### src/hw/rtl/ccx_pkg.sv
// Shared types, constants and CRC-32 functions for the CRC-chained XOR cipher
`default_nettype none

package ccx_pkg;

  localparam int unsigned WORD_W      = 32;
  localparam int unsigned COUNT_W     = 3;
  localparam int unsigned BYTES_W     = 4;
  localparam int unsigned ADDR_W      = 3;
  localparam int unsigned QUEUE_DEPTH = 2;

  localparam logic [WORD_W-1:0]  KEY_RESET  = 32'd12345678;
  localparam logic [WORD_W-1:0]  CRC_POLY   = 32'hEDB8_8320;
  localparam logic [WORD_W-1:0]  CRC_ONES   = 32'hFFFF_FFFF;
  localparam logic [COUNT_W-1:0] COUNT_FULL = 3'd4;

  typedef enum logic {
    REG_INITIAL_KEY = 1'b0,
    REG_DIRECTION   = 1'b1
  } ccx_reg_t;

  typedef enum logic {
    DIR_ENCRYPT = 1'b0,
    DIR_DECRYPT = 1'b1
  } ccx_dir_t;

  typedef struct packed {
    logic [WORD_W-1:0] initial_key;
    ccx_dir_t          direction;
  } ccx_cfg_t;

  // classified word: data already masked to its valid bytes
  typedef struct packed {
    logic [WORD_W-1:0]  data;
    logic [BYTES_W-1:0] byte_en;
    logic [COUNT_W-1:0] count;
    logic               last;
  } ccx_item_t;

  typedef logic [WORD_W-1:0][WORD_W-1:0] crc_mat_t;

  // 32 bit-steps of the reflected register; elaboration use only
  function automatic logic [WORD_W-1:0] crc_shift32(input logic [WORD_W-1:0] v);
    logic [WORD_W-1:0] c;
    c = v;
    for (int k = 0; k < WORD_W; k++) begin
      c = c[0] ? ((c >> 1) ^ CRC_POLY) : (c >> 1);
    end
    return c;
  endfunction

  function automatic crc_mat_t crc_matrix();
    crc_mat_t m;
    for (int i = 0; i < WORD_W; i++) begin
      m[i] = crc_shift32(WORD_W'(1) << i);
    end
    return m;
  endfunction

  localparam crc_mat_t          CRC_MAT   = crc_matrix();
  localparam logic [WORD_W-1:0] CRC_CONST = ~crc_shift32(CRC_ONES);

  // CRC-32 of four bytes as one linear XOR network plus a constant
  function automatic logic [WORD_W-1:0] crc32_word(input logic [WORD_W-1:0] w);
    logic [WORD_W-1:0] c;
    c = CRC_CONST;
    for (int i = 0; i < WORD_W; i++) begin
      if (w[i]) begin
        c = c ^ CRC_MAT[i];
      end
    end
    return c;
  endfunction

endpackage

`default_nettype wire

### src/hw/rtl/ccx_cfg.sv
// APB-style register file: initial key and direction
`default_nettype none

module ccx_cfg (
  input  wire logic                       clk,
  input  wire logic                       rst_n,
  input  wire logic                       psel,
  input  wire logic                       penable,
  input  wire logic                       pwrite,
  input  wire logic [ccx_pkg::ADDR_W-1:0] paddr,
  input  wire logic [31:0]                pwdata,
  output logic      [31:0]                prdata,
  output logic                            pready,
  output ccx_pkg::ccx_cfg_t               cfg
);
  import ccx_pkg::*;

  logic [WORD_W-1:0] key_r, key_nxt;
  ccx_dir_t          dir_r, dir_nxt;
  ccx_reg_t          reg_sel;
  logic              wr_en;

  assign pready  = 1'b1;
  assign wr_en   = psel & penable & pwrite;
  assign reg_sel = ccx_reg_t'(paddr[ADDR_W-1]);

  always_comb begin
    key_nxt = key_r;
    dir_nxt = dir_r;
    if (wr_en) begin
      unique case (reg_sel)
        REG_INITIAL_KEY: key_nxt = pwdata;
        REG_DIRECTION:   dir_nxt = ccx_dir_t'(pwdata[0]);
        default:         key_nxt = key_r;
      endcase
    end
  end

  always_ff @(posedge clk) begin
    if (!rst_n) begin
      key_r <= KEY_RESET;
      dir_r <= DIR_ENCRYPT;
    end else begin
      key_r <= key_nxt;
      dir_r <= dir_nxt;
    end
  end

  always_comb begin
    unique case (reg_sel)
      REG_INITIAL_KEY: prdata = key_r;
      REG_DIRECTION:   prdata = {31'b0, dir_r};
      default:         prdata = '0;
    endcase
  end

  assign cfg.initial_key = key_r;
  assign cfg.direction   = dir_r;

endmodule

`default_nettype wire

### src/hw/rtl/ccx_front.sv
// Front end: takes input transfers, normalises the byte count and masks the word
`default_nettype none

module ccx_front (
  input  wire logic                        in_valid,
  output logic                             in_ready,
  input  wire logic [ccx_pkg::WORD_W-1:0]  in_data_word,
  input  wire logic [ccx_pkg::COUNT_W-1:0] in_byte_count,
  input  wire logic                        in_last_word,
  output logic                             push,
  output ccx_pkg::ccx_item_t               push_item,
  input  wire logic                        q_full
);
  import ccx_pkg::*;

  logic [COUNT_W-1:0] count;
  logic [BYTES_W-1:0] byte_en;
  logic [WORD_W-1:0]  mask;

  // zero or above four means a full word
  always_comb begin
    if ((in_byte_count == '0) || (in_byte_count > COUNT_FULL)) begin
      count = COUNT_FULL;
    end else begin
      count = in_byte_count;
    end
  end

  always_comb begin
    for (int b = 0; b < BYTES_W; b++) begin
      byte_en[b]      = (COUNT_W'(b) < count);
      mask[8*b +: 8]  = {8{byte_en[b]}};
    end
  end

  assign in_ready          = ~q_full;
  assign push              = in_valid & ~q_full;
  assign push_item.data    = in_data_word & mask;
  assign push_item.byte_en = byte_en;
  assign push_item.count   = count;
  assign push_item.last    = in_last_word;

endmodule

`default_nettype wire

### src/hw/rtl/ccx_queue.sv
// Short queue of classified words between front and back end
`default_nettype none

module ccx_queue #(
  parameter int unsigned DEPTH = ccx_pkg::QUEUE_DEPTH
) (
  input  wire logic               clk,
  input  wire logic               rst_n,
  input  wire logic               push,
  input  wire ccx_pkg::ccx_item_t push_item,
  output logic                    full,
  input  wire logic               pop,
  output logic                    q_valid,
  output ccx_pkg::ccx_item_t      q_item
);
  import ccx_pkg::*;

  localparam int unsigned PTR_W = (DEPTH > 1) ? $clog2(DEPTH) : 1;
  localparam int unsigned CNT_W = $clog2(DEPTH + 1);

  ccx_item_t          mem_r [DEPTH];
  logic [PTR_W-1:0]   wr_ptr_r, wr_ptr_nxt;
  logic [PTR_W-1:0]   rd_ptr_r, rd_ptr_nxt;
  logic [CNT_W-1:0]   cnt_r, cnt_nxt;

  assign full    = (cnt_r == CNT_W'(DEPTH));
  assign q_valid = (cnt_r != '0);
  assign q_item  = mem_r[rd_ptr_r];

  always_comb begin
    wr_ptr_nxt = wr_ptr_r;
    rd_ptr_nxt = rd_ptr_r;
    cnt_nxt    = cnt_r;
    if (push) begin
      wr_ptr_nxt = (wr_ptr_r == PTR_W'(DEPTH - 1)) ? '0 : wr_ptr_r + PTR_W'(1);
    end
    if (pop) begin
      rd_ptr_nxt = (rd_ptr_r == PTR_W'(DEPTH - 1)) ? '0 : rd_ptr_r + PTR_W'(1);
    end
    if (push && !pop) begin
      cnt_nxt = cnt_r + CNT_W'(1);
    end else if (pop && !push) begin
      cnt_nxt = cnt_r - CNT_W'(1);
    end
  end

  always_ff @(posedge clk) begin
    if (!rst_n) begin
      wr_ptr_r <= '0;
      rd_ptr_r <= '0;
      cnt_r    <= '0;
    end else begin
      wr_ptr_r <= wr_ptr_nxt;
      rd_ptr_r <= rd_ptr_nxt;
      cnt_r    <= cnt_nxt;
    end
  end

  always_ff @(posedge clk) begin
    if (push) begin
      mem_r[wr_ptr_r] <= push_item;
    end
  end

endmodule

`default_nettype wire

### src/hw/rtl/ccx_back.sv
// Back end: key chain, XOR with the running key and the output register
`default_nettype none

module ccx_back (
  input  wire logic                        clk,
  input  wire logic                        rst_n,
  input  wire ccx_pkg::ccx_cfg_t           cfg,
  input  wire logic                        q_valid,
  input  wire ccx_pkg::ccx_item_t          q_item,
  output logic                             pop,
  output logic                             out_valid,
  input  wire logic                        out_ready,
  output logic [ccx_pkg::WORD_W-1:0]       out_result_word,
  output logic [ccx_pkg::COUNT_W-1:0]      out_result_count,
  output logic                             out_result_last
);
  import ccx_pkg::*;

  logic [WORD_W-1:0]  key_r, key_nxt;
  logic               start_r, start_nxt;
  logic               valid_r, valid_nxt;
  logic [WORD_W-1:0]  word_r;
  logic [COUNT_W-1:0] count_r;
  logic               last_r;

  logic [WORD_W-1:0]  mask;
  logic [WORD_W-1:0]  key;
  logic [WORD_W-1:0]  res;
  logic [WORD_W-1:0]  cipher;

  always_comb begin
    for (int b = 0; b < BYTES_W; b++) begin
      mask[8*b +: 8] = {8{q_item.byte_en[b]}};
    end
  end

  assign pop    = q_valid & (~valid_r | out_ready);
  assign key    = start_r ? cfg.initial_key : key_r;
  assign res    = (q_item.data ^ key) & mask;
  assign cipher = (cfg.direction == DIR_DECRYPT) ? q_item.data : res;

  always_comb begin
    key_nxt   = key_r;
    start_nxt = start_r;
    valid_nxt = valid_r;
    if (pop) begin
      key_nxt   = crc32_word(cipher);
      start_nxt = q_item.last;
      valid_nxt = 1'b1;
    end else if (out_ready) begin
      valid_nxt = 1'b0;
    end
  end

  always_ff @(posedge clk) begin
    if (!rst_n) begin
      key_r   <= KEY_RESET;
      start_r <= 1'b1;
      valid_r <= 1'b0;
    end else begin
      key_r   <= key_nxt;
      start_r <= start_nxt;
      valid_r <= valid_nxt;
    end
  end

  always_ff @(posedge clk) begin
    if (pop) begin
      word_r  <= res;
      count_r <= q_item.count;
      last_r  <= q_item.last;
    end
  end

  assign out_valid        = valid_r;
  assign out_result_word  = word_r;
  assign out_result_count = count_r;
  assign out_result_last  = last_r;

endmodule

`default_nettype wire

### src/hw/rtl/crc_chained_xor_cipher_top.sv
// CRC-chained XOR cipher: top level joining register file, front end, queue and back end
//
// Input channel (in_*): one 32-bit word per transfer, byte 0 in bits 7:0, with
// the number of valid bytes (0 or above 4 counts as 4) and an end-of-message flag.
// Output channel (out_*): one result word per input word, invalid bytes zero.
// Registers via the APB-style port: initial key at 0x0, direction at 0x4
// (0 encrypt, 1 decrypt); write them only while no word is in flight.
// Path: a result passes from its input transfer through a queue slot, then the
// output register; the pop from the queue waits while the output register holds
// a result not yet taken. Throughput: one word per cycle while the receiver keeps
// out_ready high; the rate is set by the key loop in the back end, a combinational
// CRC-32 XOR network into the key register.
// Reset: registers return to key 12345678 and encrypt, the queue empties and
// the next word starts a message.
// Receiver stall: the output register holds its result, the queue behind it
// fills (QUEUE_DEPTH words) and in_ready then drops until the receiver takes.
`default_nettype none

module crc_chained_xor_cipher_top #(
  parameter int unsigned QUEUE_DEPTH = ccx_pkg::QUEUE_DEPTH
) (
  input  wire logic                        clk,
  input  wire logic                        rst_n,
  input  wire logic                        in_valid,
  output logic                             in_ready,
  input  wire logic [ccx_pkg::WORD_W-1:0]  in_data_word,
  input  wire logic [ccx_pkg::COUNT_W-1:0] in_byte_count,
  input  wire logic                        in_last_word,
  output logic                             out_valid,
  input  wire logic                        out_ready,
  output logic [ccx_pkg::WORD_W-1:0]       out_result_word,
  output logic [ccx_pkg::COUNT_W-1:0]      out_result_count,
  output logic                             out_result_last,
  input  wire logic                        psel,
  input  wire logic                        penable,
  input  wire logic                        pwrite,
  input  wire logic [ccx_pkg::ADDR_W-1:0]  paddr,
  input  wire logic [31:0]                 pwdata,
  output logic      [31:0]                 prdata,
  output logic                             pready
);
  import ccx_pkg::*;

  ccx_cfg_t  cfg;
  ccx_item_t push_item;
  ccx_item_t q_item;
  logic      push;
  logic      q_full;
  logic      q_valid;
  logic      q_pop;

  ccx_cfg u_cfg (
    .clk     (clk),
    .rst_n   (rst_n),
    .psel    (psel),
    .penable (penable),
    .pwrite  (pwrite),
    .paddr   (paddr),
    .pwdata  (pwdata),
    .prdata  (prdata),
    .pready  (pready),
    .cfg     (cfg)
  );

  ccx_front u_front (
    .in_valid      (in_valid),
    .in_ready      (in_ready),
    .in_data_word  (in_data_word),
    .in_byte_count (in_byte_count),
    .in_last_word  (in_last_word),
    .push          (push),
    .push_item     (push_item),
    .q_full        (q_full)
  );

  ccx_queue #(
    .DEPTH (QUEUE_DEPTH)
  ) u_queue (
    .clk       (clk),
    .rst_n     (rst_n),
    .push      (push),
    .push_item (push_item),
    .full      (q_full),
    .pop       (q_pop),
    .q_valid   (q_valid),
    .q_item    (q_item)
  );

  ccx_back u_back (
    .clk              (clk),
    .rst_n            (rst_n),
    .cfg              (cfg),
    .q_valid          (q_valid),
    .q_item           (q_item),
    .pop              (q_pop),
    .out_valid        (out_valid),
    .out_ready        (out_ready),
    .out_result_word  (out_result_word),
    .out_result_count (out_result_count),
    .out_result_last  (out_result_last)
  );

  a_push_fills_queue: assert property (@(posedge clk) disable iff (!rst_n)
    (in_valid && in_ready) |=> q_valid)
    else $error("queue empty after an input transfer");

  a_result_from_pop: assert property (@(posedge clk) disable iff (!rst_n)
    $rose(out_valid) |-> $past(q_pop))
    else $error("result presented without a queue pop");

  a_count_range: assert property (@(posedge clk) disable iff (!rst_n)
    out_valid |-> (out_result_count == 3'd1 || out_result_count == 3'd2 ||
                   out_result_count == 3'd3 || out_result_count == 3'd4))
    else $error("result byte count out of range");

  a_pad_bytes_zero: assert property (@(posedge clk) disable iff (!rst_n)
    (out_valid && out_result_count == 3'd1) |-> (out_result_word[31:8] == 24'd0))
    else $error("padding bytes not zero in a one-byte result");

endmodule

`default_nettype wire

### config.mk
export PLATFORM = sky130hd
export DESIGN_NAME = crc_chained_xor_cipher_top
export DESIGN_NICKNAME = d
export VERILOG_FILES = /design/src/hw/rtl/ccx_pkg.sv /design/src/hw/rtl/ccx_cfg.sv /design/src/hw/rtl/ccx_front.sv /design/src/hw/rtl/ccx_queue.sv /design/src/hw/rtl/ccx_back.sv /design/src/hw/rtl/crc_chained_xor_cipher_top.sv
export SDC_FILE = /design/constraint.sdc
export NUM_CORES = 1
export LEC_CHECK = 0
export ABC_AREA = 0
export BUFFER_PORTS_ARGS = -buffer_cell sky130_fd_sc_hd__buf_2
export CAP_MARGIN = 10
export CORE_UTILIZATION = 40
export DETAILED_ROUTE_END_ITERATION = 10
export PLACE_DENSITY = 0.65
export SETUP_SLACK_MARGIN = 0.3
export SYNTH_ARGS = -nofsm -noshare
export SYNTH_HDL_FRONTEND = slang
export SYNTH_SLANG_ARGS = --single-unit
export TNS_END_PERCENT = 30
### constraint.sdc
create_clock -name clk -period 3.8 [get_ports clk]
set_input_delay 0.19 -clock clk [delete_from_list [all_inputs] [get_ports clk]]
set_output_delay 0.19 -clock clk [all_outputs]
set_load 0.02 [all_outputs]
Word level (Yosys, flattened, before mapping):

Memories as Yosys holds them, arrays and structs flattened. A register that Yosys moved wholly into a read port is not among the register bits.
Cells that the tools add are included.
Widths: inputs -> output; s select.

* bits in registers: 107
* bits in writable memories: 80
* bits of input ports: 78
* output and inout port bits: 71
* memories kept: 1

* add/sub/neg operators: 4
* order comparisons: 5
* equal/unequal tests: 1
* muxes and demuxes: 77
* bitwise operators: 42
* reductions and logical operators: 11

Memory list
* u_queue.mem_r: depth 2, width 40, rd ports 1, clocked after memory_dff 1, wr ports 1, RTL line ccx_queue.sv:21 `ccx_item_t mem_r [DEPTH];`

Operators by type and width (count)
* $mux 32: 46
* $mux 31: 6
* $mux 30: 4
* $not 13->13: 9
* $mux 29: 3
* $not 14->14: 6
* $and 32x32->32: 2
* $pmux 32 s2: 1
* $not 15->15: 4
* $mux 28: 2
* $mux 27: 2
* $not 12->12: 4
* $not 16->16: 3
* $xor 32x32->32: 1
* $mux 26: 1
* $mux 25: 1
* $not 11->11: 2
* $not 20->20: 1
* $not 18->18: 1
* $not 17->17: 1
* $mux 1: 8
* $lt 1x3->1 const A: 2
* $lt 2x3->1 const A: 2
* $reduce_bool 2->1: 3
* 15 further kinds: 25

Longest topological paths before layout:

Gate-level depths: netlist of the first run.

* depth after elaboration: 98
* mapped depth: 12
* depth with buffers taken out: 10

Cells and area by module:

From an unflattened synthesis of the first run, not the netlist that was laid out.

* cells, all modules: 980
* area, all modules: 11593.6 µm²

By module, submodules not included
* ccx_back: times used 1, cells an instance 588, area each 6389.9 µm²
* ccx_queue: times used 1, cells an instance 146, area each 3094.2 µm²
* ccx_cfg: times used 1, cells an instance 182, area each 1647.8 µm²
* ccx_front: times used 1, cells an instance 64, area each 461.7 µm²

Worst setup path before layout of the first run:

OpenSTA, ideal clock, no wires.

* kind: flip-flop to flip-flop
* start: register u_queue.cnt_r[0]
* end: memory u_queue.mem_r[0][0] (netlist bit) (enable)
* setup time: 0.435 ns
* data arrival time: 2.452 ns
* data required time: 3.365 ns
* setup slack: 0.912 ns
* stages on the path, launching flop included: 4
* buffers on the path: 0
* period minus slack after synthesis: 2.888 ns
* cell sequence: dfxtp_1 -> nand2b_1 -> nand2_1 -> nor2_1

* word-level cells in the longest chain between the ends: 5

RTL lines
* start, declared: RTL line ccx_queue.sv:24 `logic [CNT_W-1:0] cnt_r, cnt_nxt;`
* start signal, assigned: RTL line ccx_queue.sv:55 `cnt_r <= cnt_nxt;`
* $eq 2x2->1: RTL line ccx_queue.sv:26 `assign full = (cnt_r == CNT_W'(DEPTH));`
* $not 1->1
* net in_ready: RTL line crc_chained_xor_cipher_top.sv:25 `output logic in_ready,`
* $and 1x1->1: RTL line ccx_front.sv:37 `assign push = in_valid & ~q_full;`
* $mux 1: RTL line ccx_queue.sv:60 `if (push) begin`
* $mux 1 (not written as such): RTL line ccx_queue.sv:61 `mem_r[wr_ptr_r] <= push_item;`
* end, declared: RTL line ccx_queue.sv:21

The timed path passes the listed nets, and every way through them passes these cells.

==> results of run 1 <==
[flip-flops by register name (all words and copies together) (netlist names), named ones only]
| name | cells |
|---|---|
| u_cfg.key_r | 32 |
| u_queue.mem_r | 78 |
| u_back.out_valid | 1 |
| u_back.out_result_last | 1 |
| u_queue.rd_ptr_r | 1 |
| u_cfg.dir_r | 1 |
| u_queue.cnt_r | 2 |
| u_back.out_result_word | 32 |
| u_back.out_result_count | 3 |
| u_back.start_r | 1 |
| u_queue.wr_ptr_r | 1 |
| u_back.key_r | 32 |
[power groups by stage]
| stage | clock, mW | combinational [mW] | sequential [mW] |
|---|---|---|---|
| floorplan | 0 | 7.69 | 3.29 |
| global placement | 0 | 10.0 | 3.05 |
| detailed placement | 0 | 10.1 | 3.07 |
| CTS | 1.83 | 10.2 | 3.03 |
| global route | 1.92 | 10.9 | 3.07 |
| finish | 1.79 | 10.2 | 3.02 |
[per-stage QoR]
stage / utilization, % / cell area, um2
global placement: 44.7 / 13300
global route: 47.8 / 14200
detailed placement: 44.7 / 13300
floorplan: - / 12100
finish: 47.8 / 14200
CTS: 47.8 / 14200
[path summary, 6_finish.rpt]
path                            cells after the start                              to                          start
worst max-delay path                               10   u_back.key_r[28]$_SDFFE_PN0P_                       register
worst min-delay path                                2  u_queue.mem_r[0][22]$_DFFE_PP_               in_data_word[14]
worst max register to register                     10   u_back.key_r[28]$_SDFFE_PN0P_                       register
worst min register to register                      2   u_back.key_r[24]$_SDFFE_PN0P_  u_back.key_r[24]$_SDFFE_PN0P_
[Yosys cell counts, types with 9 or more instances]
master,count
edfxtp_1,114
nand2b_1,52
nor2b_1,40
nand3_1,39
mux2i_1,63
mux2i_2,18
clkbuf_1,34
xnor2_1,189
o22ai_2,12
o21ai_1,12
xor2_1,70
a21oi_1,101
and2_1,25
nor2_1,31
o311ai_2,9
dfxtp_1,72
nand2_1,119
nor3_1,9
o21ai_0,23
xnor2_2,14
[layout make-up]
cell class                      instances  share of cell area, %
Sequential cell                       186                   34.3
Antenna cell                            1                 0.0176
Clock buffer                           18                   3.09
Tap cell                              390                   3.43
Clock inverter                         14                   1.10
Timing Repair Buffer                  213                   9.51
Multi-Input combinational cell        916                   48.3
Inverter                                9                  0.238
[layer usage]
metal | part of all wire [%] | routed length, um
met1 | 50 | 15900
met2 | 44 | 14000
met3 | 5.1 | 1630
met4 | 1.1 | 356
met5 | 0 | 0
[repair_timing]
action	in CTS	in global routing
hold buffers	33	0
setup endpoints to repair	0	0
endpoints found under the hold margin	34	0
[cell families (layout without fill, tap and decap cells)]
| logic type | after synthesis | in the layout | share of synthesized area (%) |
|---|---|---|---|
| xor+xnor | 282 | 282 | 22.3 |
| fa+ha+maj | 2 | 2 | 0.207 |
| other cells | 1 | 2 | 0.0310 |
| flops | 186 | 186 | 40.2 |
| mux | 95 | 95 | 9.06 |
| buf+inv | 67 | 254 | 3.08 |
| simple gates | 336 | 336 | 13.9 |
| compound gates | 200 | 200 | 11.2 |
==> impl_metrics.csv, run 1 <==
group,metric,value,unit
run_status,status,"finished, final reports clean",
sta,skew,0.0206,ns
logic_synthesis,netlist_top_cells_area,"edfxtp_1 28%, xnor2_1 14%, dfxtp_1 12%",
clock_tree,clockRootBuffer,"clkbuf_16",
critical_path,cp_max_fo,13,
logic_synthesis,ys_ff_latch,186,
critical_path,slowest_delay,0.50,ns
power,vdd_ir_drop_max,0.599,mV
logic_synthesis,syn_avg_cell_area,10.3,um2
critical_path,critPathLaunchType,"register",
power,switchingPower,6.70,mW
sta,worstMarginPinSlew,1.20,ns
power,switching_share,44.8,%
critical_path,r2r_setup_slack,0.55,ns
grt,grt_start_max_net_pins,70,
floorplanning,die_h,176,um
grt,grt_first_pass_wirelength,47500,um
clock_tree,numCtsBuffers,17,
critical_path,worstPathCellList,"buf_4 > mux2i_1 > nand2b_1 > o22ai_2 > xnor2_1 > xnor2_1 > xor2_1 > xnor2_1 > xnor2_1 > a21oi_1",
critical_path,cp.arrival,3.56,ns
grt,first_global_vias,8153,
power,power.share.sequential,20.2,%
sta,hold_viol,0,
detailed_routing,dr.pass1.iters,5,
sta,drv_slew,0,
floorplanning,die_area,30900,um2
job,cap_violations,0,
critical_path,end_kind,"register",
logic_synthesis,ys_seq_area_share,40.2,%
logic_synthesis,synth_top_area_share,28.3,%
sta,finalCritPeriodShare,85.5,%
logic_synthesis,synth_cell_types,62,
critical_path,path_delay_family,"XOR/XNOR gates",
hold_path,hp-class,"input port to register",
cells_and_area,final_common_cell,"xnor2_1",
sta,timing.hold.ws,0.0501,ns
sta,fin_crit,3.25,ns
cells_and_area,syn2layout_area_growth,17.5,%
clock_tree,post_cts_buffers,0,
grt,grtUsageTotal,20.6,%
detailed_routing,wl,31900,um
floorplanning,rows,63,
clock_tree,insertion_delay,0.45,ns
critical_path,cp_slowest_cell,"dfxtp_4",
logic_synthesis,syn_nets,1249,
sta,setup_slack,0.550,ns
grt,grt-ovfl-total,0,
power,comb_power_share,67.9,%
detailed_routing,via_count,8962,
sta,setup_viol,0,
clock_tree,h-tree-depth,4,
critical_path,crit_required,4.11,ns
placed_design,pre_cts_ws,0.571,ns
floorplanning,design.core.area,29700,um2
cells_and_area,fin_cells,1747,
grt,grt-busiest-layer,"met2",
logic_synthesis,yosys_most_used_dff,"edfxtp_1",
clock_tree,cts_buffer_depth,2,
logic_synthesis,syn_inst,1169,
logic_synthesis,synth_warnings,0,
power,leakage,5.42,nW
clock_tree,cts_sinks,186,
logic_synthesis,synth_top_cell_by_area,"edfxtp_1",
detailed_routing,drt_iter0_drc,665,
logic_synthesis,synthArstFlopShare,0,%
floorplanning,ios,149,
detailed_routing,viasPerCell,5.13,
critical_path,cpMostUsedCell,"xnor2_1",
grt,use_met3,3.23,%
clock_tree,cts_tree,"done",
logic_synthesis,synth_edf_count,114,
cells_and_area,layout-drive-gt1-share,22.7,%
power,p_int,8.27,mW
sta,timing.slew.headroom,20.0,%
sta,tns,0,ns
power,finalPower,15.0,mW
floorplanning,initial_core_util,40.7,%
cells_and_area,final_cell_mix,"189 x xnor2_1, 145 x buf_2, 119 x nand2_1",
detailed_routing,post_drt_wl_per_cell,18.3,um
detailed_routing,drc,0,
cells_and_area,fillers,2734,
power,p_clk_share,12.0,%
detailed_routing,ant_nets,0,
cells_and_area,multi_input_area,6870,um2
logic_synthesis,netlist_area,12100,um2
critical_path,cp_num_buf_inv,1,
placed_design,port_buffers,145,
placed_design,gp_congestion,0.918,
sta,grt_setup_unrepaired,"no",
grt,antenna_found_initial,1,
placed_design,dp_cells,1680,
cells_and_area,seqCellArea,4870,um2
power,p_per_area,1050,nW/um2
clock_tree,path_clk_slew,0.08,ns
grt,globalRouteMet1Util,30.7,%
placed_design,dp_hpwl,24100,um
cells_and_area,finalNetCount,1423,
floorplanning,die_x,176,um
critical_path,critical_path_class,"register to register",
clock_tree,cts_resized,0,
grt,grtUsageMet2,30.9,%
sta,fmaxAchievable,308,MHz
(Power assumes the default switching activity.)
==> run 2: changes to the inputs <==
--- a/config.mk
+++ b/config.mk
@@ -8,9 +8,9 @@
 export ABC_AREA = 0
 export BUFFER_PORTS_ARGS = -buffer_cell sky130_fd_sc_hd__buf_2
 export CAP_MARGIN = 10
+export CORE_MARGIN = 8
 export CORE_UTILIZATION = 40
 export DETAILED_ROUTE_END_ITERATION = 10
-export PLACE_DENSITY = 0.65
 export SETUP_SLACK_MARGIN = 0.3
 export SYNTH_ARGS = -nofsm -noshare
 export SYNTH_HDL_FRONTEND = slang
==> constraint.sdc (replaced) <==
create_clock -name clk -period 3.8 [get_ports clk]
set_input_delay 0.19 -clock clk [delete_from_list [all_inputs] [get_ports clk]]
set_output_delay 0.19 -clock clk [all_outputs]
set_load 0.005 [all_outputs]
==> run 2 against run 1 <==
Against the previous run:
- global-route usage is 2.2 points lower
- total power is 0.37% higher
- wire length is 4.4% higher
- critical path depth is 2 lower
- die area is 17% higher
- setup slack better by 0.013 ns
- clock-buffer cell count stayed put
- core utilization is 0.32 points higher
- register-to-register slack hardly changed
- flip-flop and latch count stayed put
- clock skew is 0.00059 ns higher
- via count is 0.55% lower
==> impl_metrics.csv, run 2 (synthesized netlist as in run 1, its figures left out) <==
group,metric,value,unit
hold_path,min_from,"in_data_word[8]",
placed_design,pre_cts_ws,0.617,ns
placed_design,gp_congestion,0.916,
floorplanning,ios,149,
power,vdd_ir_drop_max,0.621,mV
sta,drv_slew,0,
power,finalPower,15.0,mW
hold_path,holdPathStages,2,
grt,grtUsageTotal,18.3,%
critical_path,crit_required,4.18,ns
grt,grt_start_max_net_pins,70,
clock_tree,clockRootBuffer,"clkbuf_16",
clock_tree,cts_tree,"done",
power,leakage,5.47,nW
detailed_routing,drt_iter0_drc,561,
grt,first_global_vias,8478,
floorplanning,die_area,36100,um2
critical_path,cp_max_fo,18,
cells_and_area,layout-drive-gt1-share,23.2,%
clock_tree,cts_buffer_depth,2,
sta,grt_setup_unrepaired,"no",
placed_design,dp_hpwl,25500,um
job,cap_violations,0,
sta,tns,0,ns
cells_and_area,finalNetCount,1433,
floorplanning,rows,63,
detailed_routing,route.met2.wl,14500,um
cells_and_area,largest-register,"u_queue.mem_r",
cells_and_area,syn2layout_area_growth,18.3,%
clock_tree,path_clk_slew,0.08,ns
detailed_routing,wl,33300,um
grt,grt_first_pass_wirelength,50900,um
hold_path,hp-class,"input port to register",
detailed_routing,wl_met1,16600,um
detailed_routing,post_drt_wl_per_cell,19.0,um
sta,finalCritPeriodShare,85.2,%
cells_and_area,fillers,2746,
detailed_routing,via_count,8913,
critical_path,reg2reg_to,"u_back.key_r[15]$_SDFFE_PN0P_",
floorplanning,initial_core_util,40.7,%
critical_path,critical_path_class,"register to register",
sta,fmaxAchievable,309,MHz
clock_tree,cts_sinks,186,
detailed_routing,dr.max_layer_used,"met4",
cells_and_area,largest_register_ffs,78,
sta,fin_crit,3.24,ns
clock_tree,cts_hold_buf,33,
critical_path,r2r_cells,8,
clock_tree,insertion_delay,0.45,ns
cells_and_area,final_common_cell,"xnor2_1",
critical_path,path_delay_family,"XOR/XNOR gates",
floorplanning,die_h,190,um
cells_and_area,final_cell_mix,"189 x xnor2_1, 145 x buf_2, 119 x nand2_1",
detailed_routing,drc,0,
grt,grt-ovfl-total,0,
critical_path,cp_num_buf_inv,1,
detailed_routing,dr.pass1.iters,6,
detailed_routing,dr_wl_met3,1920,um
hold_path,hold_end,"u_queue.mem_r[0][16]$_DFFE_PP_",
grt,antenna_found_initial,0,
clock_tree,numCtsBuffers,17,
critical_path,worstPathCellList,"buf_4 > mux2i_1 > xor2_1 > o311ai_1 > xnor3_1 > xnor2_1 > nand2_1 > a21oi_1",
critical_path,slowest_delay,0.56,ns
detailed_routing,viasPerCell,5.07,
placed_design,port_buffers,145,
critical_path,worst-path-stages,8,
sta,worstMarginPinSlew,0.999,ns
power,p_per_area,1050,nW/um2
critical_path,r2r_setup_slack,0.56,ns
critical_path,cp.arrival,3.62,ns
sta,hold_viol,0,
run_status,status,"finished, final reports clean",
clock_tree,h-tree-depth,4,
critical_path,end_kind,"register",
sta,timing.slew.headroom,33.2,%
floorplanning,design.core.area,29700,um2
clock_tree,post_cts_buffers,0,
sta,setup_viol,0,
sta,skew,0.0212,ns
clock_tree,cts_resized,0,
critical_path,critPathLaunchType,"register",
sta,setup_slack,0.563,ns
critical_path,cp_slowest_cell,"mux2i_1",
detailed_routing,ant_nets,0,
floorplanning,die_x,190,um
==> run 2: changes by cell type in the layout (fill, tap and decap cells not counted) <==
cell       before  now
inv_4           1    0
clkinv_4        3    2
clkbuf_8        1    0
inv_6           1    5
inv_8           4    3
bufinv_16       0    1
clkinv_8        4    3
buf_4          32   41
buf_12          2    3
clkbuf_1        0    1
clkinv_2        1    0
==> run 2: power by group <==
part	switching (mW)	total [mW]	internal, mW
registers	0.257	3.03	2.77
clock network	0.899	1.85	0.947
logic	5.48	10.2	4.67
==> run 2: per-stage QoR <==
step	utilization, %	std cells	hold slack, ns	area (um2)
3_3_place_gp	44.9	1690	0.380	13400
2_1_floorplan	-	1169	0.289	12100
4_1_cts	48.1	1755	0.0202	14300
3_5_place_dp	44.9	1690	0.391	13400
6_report	48.1	1757	0.0360	14300
5_1_grt	48.1	1756	0.0231	14300
==> run 2: how the worst max path moves through the flow <==
| stage | startpoint | slack, ns | to |
|---|---|---|---|
| finish | register | 0.56 | u_back.key_r[15]$_SDFFE_PN0P_ |
| detailed placement | register | 0.62 | u_back.key_r[15]$_SDFFE_PN0P_ |
| floorplan | u_queue.cnt_r[0]$_SDFFE_PN0P_ | 1.06 | u_queue.mem_r[0][0]$_DFFE_PP_ |
| global route | register | 0.38 | u_back.key_r[28]$_SDFFE_PN0P_ |
| global placement | register | 0.65 | u_back.key_r[28]$_SDFFE_PN0P_ |
| CTS | register | 0.60 | u_back.key_r[15]$_SDFFE_PN0P_ |
==> run 2: layer usage <==
| layer | vias up | global-route usage [%] |
|---|---|---|
| met5 | - | 0 |
| met4 | 0 | 3.88 |
| met3 | 15 | 3.66 |
| met2 | 223 | 27.7 |
| met1 | 4253 | 26.7 |
| li1 | 4422 | - |
==> run 2: cell type report <==
| cell class | instances | area [um2] | area share [%] |
|---|---|---|---|
| diodes | 1 | 2.50 | 0.0175 |
| clock buffers | 18 | 429 | 3.00 |
| clock inverters | 14 | 174 | 1.22 |
| inverters | 9 | 33.8 | 0.236 |
| multi-input cells | 916 | 6870 | 48.0 |
| flip-flops and latches | 186 | 4870 | 34.0 |
| well taps | 390 | 488 | 3.41 |
| repair buffers | 223 | 1440 | 10.1 |
==> run 3: changes to the inputs <==
--- a/config.mk
+++ b/config.mk
@@ -8,6 +8,7 @@
 export ABC_AREA = 0
 export BUFFER_PORTS_ARGS = -buffer_cell sky130_fd_sc_hd__buf_2
 export CAP_MARGIN = 10
+export CORE_ASPECT_RATIO = 0.9
 export CORE_MARGIN = 8
 export CORE_UTILIZATION = 40
 export DETAILED_ROUTE_END_ITERATION = 10
==> constraint.sdc (replaced) <==
create_clock -name clk -period 2.8 [get_ports clk]
set_input_delay 0.14 -clock clk [delete_from_list [all_inputs] [get_ports clk]]
set_output_delay 0.14 -clock clk [all_outputs]
set_load 0.005 [all_outputs]
==> run 3 against run 2 <==
Against the previous run:
- via count rose by 12%
- sequential share of layout area fell by 6.3 points
- clock skew fell by 0.0026 ns
- combinational power rose by 94%
- critical endpoint is now u_back.key_r[29]$_SDFFE_PN0P_
- largest cell class unchanged
- highest routed layer unchanged
==> impl_metrics.csv, run 3 (synthesized netlist as in run 1, its figures left out) <==
group,metric,value,unit
detailed_routing,drc,0,
critical_path,critPathLaunchType,"register",
clock_tree,insertion_delay,0.45,ns
sta,setup_viol,0,
placed_design,port_buffers,145,
placed_design,gp_congestion,0.925,
critical_path,critical_path_class,"register to register",
critical_path,cpMostUsedCell,"buf_12",
critical_path,crit_required,3.19,ns
detailed_routing,dr.pass1.iters,4,
floorplanning,die_x,199,um
detailed_routing,post_drt_wl_per_cell,18.8,um
sta,finalCritPeriodShare,98.3,%
sta,setup_slack,0.0478,ns
floorplanning,initial_core_util,40.6,%
critical_path,path_delay_family,"buffers and inverters",
detailed_routing,drt_iter0_drc,561,
sta,hold_viol,0,
sta,worstMarginPinSlew,1.10,ns
grt,grt-ovfl-total,0,
job,cap_violations,0,
floorplanning,rows,60,
cells_and_area,finalNetCount,1689,
hold_path,hp-class,"input port to register",
sta,fin_crit,2.75,ns
critical_path,r2r_setup_slack,0.05,ns
critical_path,cp_max_fo,8,
cells_and_area,layout-drive-gt1-share,41.0,%
grt,first_global_vias,10400,
placed_design,pre_cts_ws,-0.0221,ns
grt,grt_start_max_net_pins,55,
cells_and_area,antenna_cells,0,
power,finalPower,26.3,mW
sta,grt_setup_unrepaired,"yes",
cells_and_area,largest-register,"u_queue.mem_r",
sta,tns,0,ns
detailed_routing,via_count,9964,
critical_path,cp.arrival,3.14,ns
floorplanning,ios,149,
floorplanning,design.core.area,29800,um2
sta,fmaxAchievable,363,MHz
clock_tree,clockRootBuffer,"clkbuf_16",
grt,grtUsageTotal,21.0,%
cells_and_area,fillers,2575,
clock_tree,cts_tree,"done",
critical_path,cp_num_buf_inv,5,
critical_path,r2r_cells,13,
power,vdd_ir_drop_max,1.05,mV
critical_path,slowest_delay,0.44,ns
power,leakage,7.08,nW
sta,skew,0.0186,ns
power,p_per_area,1500,nW/um2
cells_and_area,largest_register_ffs,78,
grt,antenna_found_initial,0,
cells_and_area,final_cell_mix,"251 x buf_4, 154 x xnor2_1, 145 x buf_2",
critical_path,reg2reg_to,"u_back.key_r[29]$_SDFFE_PN0P_",
clock_tree,numCtsBuffers,17,
clock_tree,path_clk_slew,0.08,ns
critical_path,end_kind,"register",
cells_and_area,syn2layout_area_growth,45.3,%
detailed_routing,wl,38100,um
placed_design,dp_hpwl,28400,um
cells_and_area,final_common_cell,"buf_4",
grt,grt_first_pass_wirelength,58200,um
clock_tree,h-tree-depth,4,
floorplanning,die_area,36100,um2
floorplanning,die_h,181,um
hold_path,min_from,"in_data_word[11]",
critical_path,worstPathCellList,"buf_12 > buf_12 > mux2i_2 > buf_6 > buf_12 > xor2_4 > o311ai_4 > xor2_2 > xnor2_1 > buf_4 > xnor2_2 > or3_1 > nand3_1",
hold_path,hold_end,"u_queue.mem_r[1][19]$_DFFE_PP_",
detailed_routing,ant_nets,0,
run_status,status,"finished, final reports clean",
sta,drv_slew,0,
hold_path,holdPathStages,2,
detailed_routing,viasPerCell,4.92,
clock_tree,cts_buffer_depth,2,
critical_path,cp_slowest_cell,"dfxtp_4",
clock_tree,cts_sinks,186,
sta,timing.slew.headroom,26.6,%
[run 3: routing by layer]
metal	routed length (um)	vias to the layer above	track usage (%)
met1	16800	4865	26.3
met5	0	-	0
met4	425	0	4.74
li1	-	4925	-
met2	19800	150	37.4
met3	1110	24	2.94
[run 3: worst max path at each step]
stage / start / end / slack (ns) / cells past startpoint
2_1_floorplan: register / u_back.key_r[16]$_SDFFE_PN0P_ / 0.15 / 11
3_3_place_gp: register / u_back.key_r[12]$_SDFFE_PN0P_ / -0.02 / 10
3_5_place_dp: register / u_back.key_r[16]$_SDFFE_PN0P_ / -0.02 / 11
4_1_cts: register / u_back.key_r[29]$_SDFFE_PN0P_ / 0.08 / 12
5_1_grt: register / u_back.key_r[16]$_SDFFE_PN0P_ / -0.07 / 14
6_report: register / u_back.key_r[29]$_SDFFE_PN0P_ / 0.05 / 13
[run 3: where the power goes]
group | internal [mW] | switching [mW]
Clock | 1.17 | 1.21
Combinational | 10.6 | 9.22
Sequential | 3.76 | 0.374
[run 3: cell type report]
cell class	count	area, um2	share of cell area, %
Clock buffer	17	425	2.42
Clock inverter	15	134	0.762
Inverter	9	33.8	0.192
Multi-Input combinational cell	916	7990	45.4
Sequential cell	186	4870	27.7
Tap cell	403	504	2.87
Timing Repair Buffer	479	3620	20.6
[run 3: timing repair]
action	in CTS	in global routing
cloned	0	1
gates resized for setup	96	94
setup buffers	24	13
hold endpoints to repair	61	0
endpoints found under the setup margin	32	32
pin swaps	30	48
hold buffers	46	0
[run 3: per-stage QoR]
step,instance area [um2],utilization (%),std cells,hold slack (ns)
2_1_floorplan,12100,-,1169,0.239
3_3_place_gp,15000,50.3,1909,0.331
3_5_place_dp,15000,50.3,1909,0.339
4_1_cts,16800,56.3,2011,0.0000946
5_1_grt,17600,59.0,2025,0.00454
6_report,17600,59.0,2025,0.0116
